**src/rtl/core/kclpd_pkg.sv**
```systemverilog
// Shared types and constants for the key click / long press detector.
// Holds the per-key record, the settings bundle, state and register codes.
// No dependencies.
package kclpd_pkg;

	localparam int KEY_W     = 3;
	localparam int CNT_W     = 16;
	localparam int CLICK_W   = 4;
	localparam int STATE_W   = 2;
	localparam int CFG_IDX_W = 3;
	localparam int S_DATA_W  = 8;
	localparam int M_DATA_W  = 16;

	localparam logic [STATE_W-1:0] ST_RELEASED = 2'd0;
	localparam logic [STATE_W-1:0] ST_PRESSED  = 2'd1;
	localparam logic [STATE_W-1:0] ST_LONG     = 2'd2;

	localparam logic [CFG_IDX_W-1:0] REG_PRESS_TICKS   = 3'd0;
	localparam logic [CFG_IDX_W-1:0] REG_LONG_TICKS    = 3'd1;
	localparam logic [CFG_IDX_W-1:0] REG_RELEASE_TICKS = 3'd2;
	localparam logic [CFG_IDX_W-1:0] REG_GAP_TICKS     = 3'd3;
	localparam logic [CFG_IDX_W-1:0] REG_PRESS_CAP     = 3'd4;
	localparam logic [CFG_IDX_W-1:0] REG_RELEASE_CAP   = 3'd5;
	localparam logic [CFG_IDX_W-1:0] REG_MAX_CLICKS    = 3'd6;

	typedef struct packed {
		logic [CNT_W-1:0]   press_count;
		logic [CNT_W-1:0]   release_count;
		logic [STATE_W-1:0] key_state;
		logic [CLICK_W-1:0] click_count;
		logic [CLICK_W-1:0] click_result;
	} key_rec_t;

	typedef struct packed {
		logic [CNT_W-1:0]   press_ticks;
		logic [CNT_W-1:0]   long_press_ticks;
		logic [CNT_W-1:0]   release_ticks;
		logic [CNT_W-1:0]   click_gap_ticks;
		logic [CNT_W-1:0]   press_count_cap;
		logic [CNT_W-1:0]   release_count_cap;
		logic [CLICK_W-1:0] max_clicks;
	} kclpd_cfg_t;

endpackage

```
**src/rtl/core/kclpd_cfg.sv**
```systemverilog
// Settings register bank of the key click / long press detector.
// Depends on kclpd_pkg.
module kclpd_cfg (
	input  logic                              clk,
	input  logic                              arst_n,
	input  logic                              cfg_valid,
	output logic                              cfg_ready,
	input  logic [kclpd_pkg::CFG_IDX_W-1:0]   cfg_index,
	input  logic [kclpd_pkg::CNT_W-1:0]       cfg_data,
	output kclpd_pkg::kclpd_cfg_t             cfg
);

	kclpd_pkg::kclpd_cfg_t cfg_q;

	assign cfg_ready = 1'b1;
	assign cfg       = cfg_q;

	always_ff @(posedge clk or negedge arst_n) begin
		if (!arst_n) begin
			cfg_q.press_ticks       <= 16'd10;
			cfg_q.long_press_ticks  <= 16'd500;
			cfg_q.release_ticks     <= 16'd10;
			cfg_q.click_gap_ticks   <= 16'd150;
			cfg_q.press_count_cap   <= 16'd1000;
			cfg_q.release_count_cap <= 16'd1000;
			cfg_q.max_clicks        <= 4'd7;
		end else if (cfg_valid) begin
			case (cfg_index)
				kclpd_pkg::REG_PRESS_TICKS:   cfg_q.press_ticks       <= cfg_data;
				kclpd_pkg::REG_LONG_TICKS:    cfg_q.long_press_ticks  <= cfg_data;
				kclpd_pkg::REG_RELEASE_TICKS: cfg_q.release_ticks     <= cfg_data;
				kclpd_pkg::REG_GAP_TICKS:     cfg_q.click_gap_ticks   <= cfg_data;
				kclpd_pkg::REG_PRESS_CAP:     cfg_q.press_count_cap   <= cfg_data;
				kclpd_pkg::REG_RELEASE_CAP:   cfg_q.release_count_cap <= cfg_data;
				kclpd_pkg::REG_MAX_CLICKS:
					cfg_q.max_clicks <= cfg_data[kclpd_pkg::CLICK_W-1:0];
				default: begin
				end
			endcase
		end
	end

endmodule

```
**src/rtl/core/kclpd_update.sv**
```systemverilog
// Next-record logic for one scan tick of one key.
// Counters, debounce state and click sequencing. Depends on kclpd_pkg.
module kclpd_update (
	input  kclpd_pkg::key_rec_t   rec,
	input  logic                  pressed,
	input  kclpd_pkg::kclpd_cfg_t cfg,
	output kclpd_pkg::key_rec_t   rec_nxt
);

	always_comb begin
		logic [kclpd_pkg::CNT_W-1:0]   pc;
		logic [kclpd_pkg::CNT_W-1:0]   rc;
		logic [kclpd_pkg::STATE_W-1:0] st;
		logic [kclpd_pkg::CLICK_W-1:0] cc;
		logic [kclpd_pkg::CLICK_W-1:0] cr;

		pc = rec.press_count;
		rc = rec.release_count;
		st = rec.key_state;
		cc = rec.click_count;
		cr = rec.click_result;

		// advance the counter of the sampled level, hold at the cap
		if (pressed) begin
			if (pc < cfg.press_count_cap)
				pc = pc + 16'd1;
		end else begin
			if (rc < cfg.release_count_cap)
				rc = rc + 16'd1;
		end

		if (pc >= cfg.long_press_ticks) begin
			if (st == kclpd_pkg::ST_PRESSED) begin
				st = kclpd_pkg::ST_LONG;
				cc = '0;
				cr = '0;
				rc = '0;
			end
		end else if (pc >= cfg.press_ticks) begin
			if (st == kclpd_pkg::ST_RELEASED) begin
				st = kclpd_pkg::ST_PRESSED;
				if (cc < cfg.max_clicks)
					cc = cc + 4'd1;
				rc = '0;
			end
		end

		if (rc >= cfg.click_gap_ticks) begin
			if (cc != '0) begin
				cr = cc;
				cc = '0;
			end
		end else if (rc >= cfg.release_ticks) begin
			if (st != kclpd_pkg::ST_RELEASED) begin
				st = kclpd_pkg::ST_RELEASED;
				pc = '0;
			end
		end

		rec_nxt.press_count   = pc;
		rec_nxt.release_count = rc;
		rec_nxt.key_state     = st;
		rec_nxt.click_count   = cc;
		rec_nxt.click_result  = cr;
	end

endmodule

```
**src/rtl/core/key_click_long_press_detector.sv**
```systemverilog
// Key click / long press detector, top level.
// Input then output register; one request per cycle unless m_axis_tready stalls.
// Key records are read and updated combinationally from the input register, written back on advance.
// Reset clears all key records, settings return to defaults, both stages empty.
// Depends on kclpd_pkg, kclpd_cfg and kclpd_update.
module key_click_long_press_detector #(
	parameter int NUM_KEYS = 8
) (
	input  logic                                clk,
	input  logic                                arst_n,
	input  logic                                s_axis_tvalid,
	output logic                                s_axis_tready,
	input  logic [kclpd_pkg::S_DATA_W-1:0]      s_axis_tdata,  // key_index[2:0], pressed[3]
	output logic                                m_axis_tvalid,
	input  logic                                m_axis_tready,
	output logic [kclpd_pkg::M_DATA_W-1:0]      m_axis_tdata,  // key_number[2:0], key_state[4:3],
	                                                           // running_clicks[8:5],
	                                                           // finished_clicks[12:9]
	input  logic                                cfg_valid,
	output logic                                cfg_ready,
	input  logic [kclpd_pkg::CFG_IDX_W-1:0]     cfg_index,
	input  logic [kclpd_pkg::CNT_W-1:0]         cfg_data
);

	localparam int IDX_W = (NUM_KEYS > 1) ? $clog2(NUM_KEYS) : 1;

	kclpd_pkg::kclpd_cfg_t cfg;

	logic                         valid_s1;
	logic [kclpd_pkg::KEY_W-1:0]  key_s1;
	logic                         pressed_s1;

	logic                         out_valid_q;
	logic [kclpd_pkg::M_DATA_W-1:0] out_data_q;
	logic [kclpd_pkg::M_DATA_W-1:0] out_data_nxt;

	kclpd_pkg::key_rec_t          recs_q [NUM_KEYS];
	kclpd_pkg::key_rec_t          rec_rd;
	kclpd_pkg::key_rec_t          rec_nxt;

	logic [6:0]                   key_ext;
	logic [IDX_W-1:0]             idx;
	logic                         in_range;
	logic                         advance;

	kclpd_cfg u_cfg (
		.clk       (clk),
		.arst_n    (arst_n),
		.cfg_valid (cfg_valid),
		.cfg_ready (cfg_ready),
		.cfg_index (cfg_index),
		.cfg_data  (cfg_data),
		.cfg       (cfg)
	);

	assign key_ext  = {4'd0, key_s1};
	assign idx      = key_ext[IDX_W-1:0];
	assign in_range = (key_ext < 7'(NUM_KEYS));
	assign rec_rd   = in_range ? recs_q[idx] : '0;

	kclpd_update u_update (
		.rec     (rec_rd),
		.pressed (pressed_s1),
		.cfg     (cfg),
		.rec_nxt (rec_nxt)
	);

	assign advance       = valid_s1 && (!out_valid_q || m_axis_tready);
	assign s_axis_tready = !valid_s1 || advance;
	assign m_axis_tvalid = out_valid_q;
	assign m_axis_tdata  = out_data_q;

	assign out_data_nxt = in_range ?
		{3'd0, rec_nxt.click_result, rec_nxt.click_count, rec_nxt.key_state, key_s1} :
		{13'd0, key_s1};

	always_ff @(posedge clk or negedge arst_n) begin
		if (!arst_n) begin
			valid_s1 <= 1'b0;
		end else if (s_axis_tready) begin
			valid_s1 <= s_axis_tvalid;
		end
	end

	always_ff @(posedge clk) begin
		if (s_axis_tready && s_axis_tvalid) begin
			key_s1     <= s_axis_tdata[kclpd_pkg::KEY_W-1:0];
			pressed_s1 <= s_axis_tdata[kclpd_pkg::KEY_W];
		end
	end

	always_ff @(posedge clk or negedge arst_n) begin
		if (!arst_n) begin
			for (int k = 0; k < NUM_KEYS; k++)
				recs_q[k] <= '0;
		end else if (advance && in_range) begin
			recs_q[idx] <= rec_nxt;
		end
	end

	always_ff @(posedge clk or negedge arst_n) begin
		if (!arst_n) begin
			out_valid_q <= 1'b0;
		end else if (advance) begin
			out_valid_q <= 1'b1;
		end else if (m_axis_tready) begin
			out_valid_q <= 1'b0;
		end
	end

	always_ff @(posedge clk) begin
		if (advance) begin
			out_data_q <= out_data_nxt;
		end
	end

endmodule
```
**config.mk**
```make
export PLATFORM = sky130hd
export DESIGN_NAME = key_click_long_press_detector
export DESIGN_NICKNAME = d
export VERILOG_FILES = /design/src/rtl/core/kclpd_pkg.sv /design/src/rtl/core/kclpd_cfg.sv /design/src/rtl/core/kclpd_update.sv /design/src/rtl/core/key_click_long_press_detector.sv
export SDC_FILE = /design/constraint.sdc
export NUM_CORES = 1
export LEC_CHECK = 0
export ABC_AREA = 1
export BUFFER_PORTS_ARGS = -buffer_cell sky130_fd_sc_hd__buf_2
export CAP_MARGIN = 20
export CORE_MARGIN = 1.5
export CORE_UTILIZATION = 60
export DETAILED_ROUTE_END_ITERATION = 8
export PLACE_DENSITY = 0.77
export SETUP_SLACK_MARGIN = 0.5
export SKIP_LAST_GASP = 1
export SLEW_MARGIN = 40
export SYNTH_ARGS = -nofsm -noshare
export SYNTH_HDL_FRONTEND = slang
export SYNTH_SLANG_ARGS = --single-unit
```
**constraint.sdc**
```tcl
create_clock -name clk -period 20.1 [get_ports clk]
set_input_delay 4.02 -clock clk [delete_from_list [all_inputs] [get_ports clk]]
set_output_delay 4.02 -clock clk [all_outputs]
set_load 0.03 [all_outputs]
```
# Word level (Yosys, flattened, before mapping)
# Cells that the tools add are included.
dict set report op_classes {
  add_sub_neg 3
  n_lt_le_gt_ge 10
  n_eq_ne 7
  n_mux 38
  bitwise 1
  reduce_logical 20
}
# cell n
set op_table {}
lappend op_table {{$bwmux 336} 1}
lappend op_table {{$mux 16} 11}
lappend op_table {{$mux 42} 4}
lappend op_table {{$bmux 42 s3} 1}
lappend op_table {{$demux 42 s3} 1}
lappend op_table {{$ge 16x16->1} 4}
lappend op_table {{$mux 4} 11}
lappend op_table {{$add 16x1->16 const B} 2}
lappend op_table {{$lt 16x16->1} 2}
lappend op_table {{$mux 2} 7}
lappend op_table {{$reduce_and 2->1} 7}
lappend op_table {{$eq 3x3->1 const B} 3}
lappend op_table {{$eq 3x2->1 const B} 2}
lappend op_table {{$add 4x1->4 const B} 1}
lappend op_table {{$ge 4x4->1 const B} 1}
lappend op_table {{$logic_and 1x1->1} 4}
lappend op_table {{$lt 3x4->1 const B} 1}
lappend op_table {{$lt 4x1->1 const B} 1}
lappend op_table {{$lt 4x4->1} 1}
lappend op_table {{$not 3->4} 1}
lappend op_table {{$reduce_bool 2->1} 2}
lappend op_table {{$reduce_bool 4->1} 1}
lappend op_table {{$eq 3x1->1 const B} 1}
lappend op_table {{$logic_not 3->1} 1}
lappend op_table {{other kinds (5)} 8}
dict set report totals {
  reg_bits 458
  in_bits 32
  output_inout_bits 19
  elab_cells 132
}

# Longest topological paths before layout
dict set report logic_depth {
  word_depth 16
  depth_mapped 52
  depth_no_buf 49
}

# By module
# Synthesis repeated with hierarchy kept, for this count alone.
dict set report unflattened {
  hier_cells 3416
  hier_area_um2 25114.1
}
# module instances cells_per_inst area_each_um2 seq_area_each_um2
set modules_own_cells {}
lappend modules_own_cells {key_click_long_press_detector 1 2259 17035.1 8968.6}
lappend modules_own_cells {kclpd_cfg 1 446 4043.9 2538.7}
lappend modules_own_cells {kclpd_update 1 711 4035.1 0.0}

# Least setup slack after synthesis
# No wires, ideal clock.
dict set report synth_timing {
  path_kind {input-to-output}
  from {in m_axis_tready}
  to {out s_axis_tready}
  arrival_time_ps 4342
  t_required_ps 16080
  slack_ps 11738
  path_stages 2
  path_buffers 0
  path_cell_list {inv_1 -> nand3_1}
}
dict set report synth_between {
  elab_chain_len 3
}
# element line_no
set synth_lines {}
lappend synth_lines {{start, declared} key_click_long_press_detector.sv:15} ;# input logic m_axis_tready,
lappend synth_lines {{$logic_or 1x1->1} key_click_long_press_detector.sv:68} ;# assign advance = valid_s1 && (!out_valid_q || m_axis_tready);
lappend synth_lines {{$logic_and 1x1->1} key_click_long_press_detector.sv:68}
lappend synth_lines {{$logic_or 1x1->1} key_click_long_press_detector.sv:69} ;# assign s_axis_tready = !valid_s1 || advance;
lappend synth_lines {{end, declared} key_click_long_press_detector.sv:12} ;# output logic s_axis_tready,
# No other way between the ends.

==> impl_metrics.toml <==
[status]
outcome = "completed"

[timing]
final_period_minus_worst_setup_slack_ns = 11.79
post_route_clock_skew_ns = 0.0242
relSlewSlack = 0.343
finalHoldViolations = 0
achievable-frequency_mhz = 84.8
drv_slew = 0
postLayoutSetupSlackWorst_ns = 8.31
totalNegativeSetupSlack_ns = 0
rsz_0062_raised_after_global_routing = "false"
worst_pin_slew_ns = 0.981
min_period_over_period = 0.586
hold_ws_ns = 0.477
finalSetupViolCount = 0

[worst_setup_path]
timing.critical_path.arrival_ns = 12.22
startpoint_type = "flip-flop"
path_common_cell = "nand2_1"
crit_path_max_fanout = 113
reg2regPathDepth = 46
worstSetupPathType = "reg -> reg"
endpoint_kind = "flip-flop"
crit_path_max_incr_delay_ns = 0.72
critical_path_required_ns = 20.53
critical_path.slowest_cell = "a31oi_1"

[clock_tree]
ctsLongestPathBuffers = 3
post-cts-setup-buffer-count = 0
tritoncts = "yes"
post_cts_resize_count = 0
cts_made_buffers = 48
cts.sinks = 455
htree_num_levels = 2
clkTransAtPathRegs_ns = 0.06
ctsRootBufferMaster = "clkbuf_16"
number_of_hold_repair_buffers_added_at_the_cts_stage = 0
clk-insertion-delay-late_ns = 0.59

[layout]
layout_common_cells = "1,306 x nand2_1, 409 x dfrtp_1, 254 x inv_1"
post_route_cells_drive_above_1_share = 0.103
fill_cells = 3266
nets = 3266
layout.cells.non_filler = 3694
insertedDiodeCount = 0
syn2layout_area_growth_pct = 8.51
layout.cell_area.non_filler_mm2 = 0.0267
layout.cells.most_common = "nand2_1"
ff_latch_area_mm2 = 0.0115
final_core_util = 0.665
multi_input_area_mm2 = 0.0113

[die]
floorplan.initialDensity = 0.613
design.die.area_mm2 = 0.0422
floorplan.die.width_um = 205
floorplan.die.height_um = 205
rows = 73
core_area_mm2 = 0.0401
io-pin-count = 51

[synthesis]
synth-seq-area-share = 0.468
syn-cell-area_mm2 = 0.0246
ys_warn_count = 0
post_synthesis_instance_total = 3161
syn-mean-instance-area_um2 = 7.78
number_of_synthesized_flops_with_an_enable_pin = 17
ys_seq_elements = 455
synth_top_flop_cell = "dfrtp_1"
yosys.cell_types.count = 59
synth-async-reset-ratio = 0.963

[routing]
vias_per_cell = 5.97
final_antenna_net_count = 0
drt_pre_antenna_iters = 9
drc_errors = 0
drt_first_iter_violations = 2512
wl_um = 71800
wire_per_inst_um = 19.4
route.vias.total = 22054

[grt]
grt.overflow.total = 0
grtUsageTotal = 0.351
antenna_violations_before_repair = 0
grt_max_degree = 114
first_global_vias = 20921
first_pass_grt_wire_length_um = 114000

[power]
power_density_mw_per_mm2 = 101
power_leakage_nw = 14.0
power.total_mw = 2.70
vdd_drop_max_v = 0.0000769

[place]
globalplace.congestion = 0.915
place_inst = 3607
dpl_cell_area_mm2 = 0.0250
detailedPlacementHpwl_um = 42700
placement.io_buffers = 42
pre_cts_ws_ns = 8.57

[hold_path]
holdCritPathClass = "reg -> reg"
worstHoldPathCells = 2

[run]
drv_cap = 0
-- layout make-up --
cell class / count / area share
clock inverters: 19 / 0.00868
repair buffers: 71 / 0.0197
inverters: 282 / 0.0404
well taps: 525 / 0.0246
multi-input cells: 2276 / 0.425
clock buffers: 66 / 0.0506
flip-flops and latches: 455 / 0.431
-- power breakdown --
part | total [mW] | leakage [nW] | internal (mW) | switching (mW)
Combinational | 0.655 | 7.24 | 0.187 | 0.468
Sequential | 1.15 | 5.98 | 1.07 | 0.0722
Clock | 0.903 | 0.766 | 0.533 | 0.370
Total | 2.70 | 14.0 | 1.79 | 0.910
-- synth_stat cells, types with 7 or more instances --
library cell     n  share of area
a21oi_1         95          0.019
a22o_1           8         0.0029
a22oi_1         13         0.0040
and3_1          14         0.0036
buf_2           29         0.0059
buf_4           14         0.0043
buf_6           16         0.0073
clkbuf_1        89          0.014
dfrtp_1        409           0.42
dfstp_2         29          0.031
edfxtp_1        17          0.021
ha_1           100          0.051
inv_1          254          0.039
inv_2           18         0.0027
nand2_1       1313           0.20
nand2_2         40          0.010
nand2_4          9         0.0041
nand3_1        100          0.020
nand3_2         15         0.0061
nand4_1        168          0.043
nand4_2          7         0.0036
nor2_1          78          0.012
nor2_2          14         0.0036
nor2_4           8         0.0037
nor3_1           8         0.0016
o211ai_1         8         0.0024
o21ai_0        193          0.039
o21ai_1         23         0.0047
o21ai_2          9         0.0032
-- kinds of logic after synthesis --
kind of cell | Yosys count | share of synthesized area
XOR/XNOR | 1 | 0.000662
buffers and inverters | 432 | 0.0749
AND/OR/NAND/NOR | 1790 | 0.317
adder cells (fa/ha/maj) | 100 | 0.0509
other | 2 | 0.000305
AO/OA/AOI/OAI | 381 | 0.0877
flip-flops | 455 | 0.468
-- path summary, 6_finish.rpt --
check	startpoint	endpoint	slack (ns)
max in group asynchronous	arst_n	u_cfg.cfg[69]$_DFFE_PN0P_	15.38
worst max-delay path	idx[1]$_DFFE_PP_	recs_q[26]$_DFFE_PN0P_	8.31
worst max register to register	idx[1]$_DFFE_PP_	recs_q[26]$_DFFE_PN0P_	8.31
min in group asynchronous	arst_n	recs_q[168]$_DFFE_PN0P_	3.30
worst min-delay path	recs_q[326]$_DFFE_PN0P_	recs_q[326]$_DFFE_PN0P_	0.48
worst min register to register	recs_q[326]$_DFFE_PN0P_	recs_q[326]$_DFFE_PN0P_	0.48
-- flip-flops by register name, indices dropped and copies added, names as in the netlist --
name,count
idx,3
m_axis_tdata,13
recs_q,336
valid_s1,1
m_axis_tvalid,1
pressed_s1,1
u_cfg.cfg,100
-- layer usage --
layer	track usage	routed length, um
met1	0.489	28400
met2	0.544	32200
met3	0.0751	8830
met5	0	0
met4	0.123	2350
-- critical path, delay by kind of cell (launching register included) --
| kind | cells | cell delay [ns] |
|---|---|---|
| DFF | 1 | 0.33 |
| adders and majority gates | 3 | 0.85 |
| buffers and inverters | 11 | 3.71 |
| AOI/OAI and AO/OA | 8 | 2.04 |
| and+or+nand+nor | 24 | 4.54 |
Note: power is estimated with default switching activity, not from simulation.
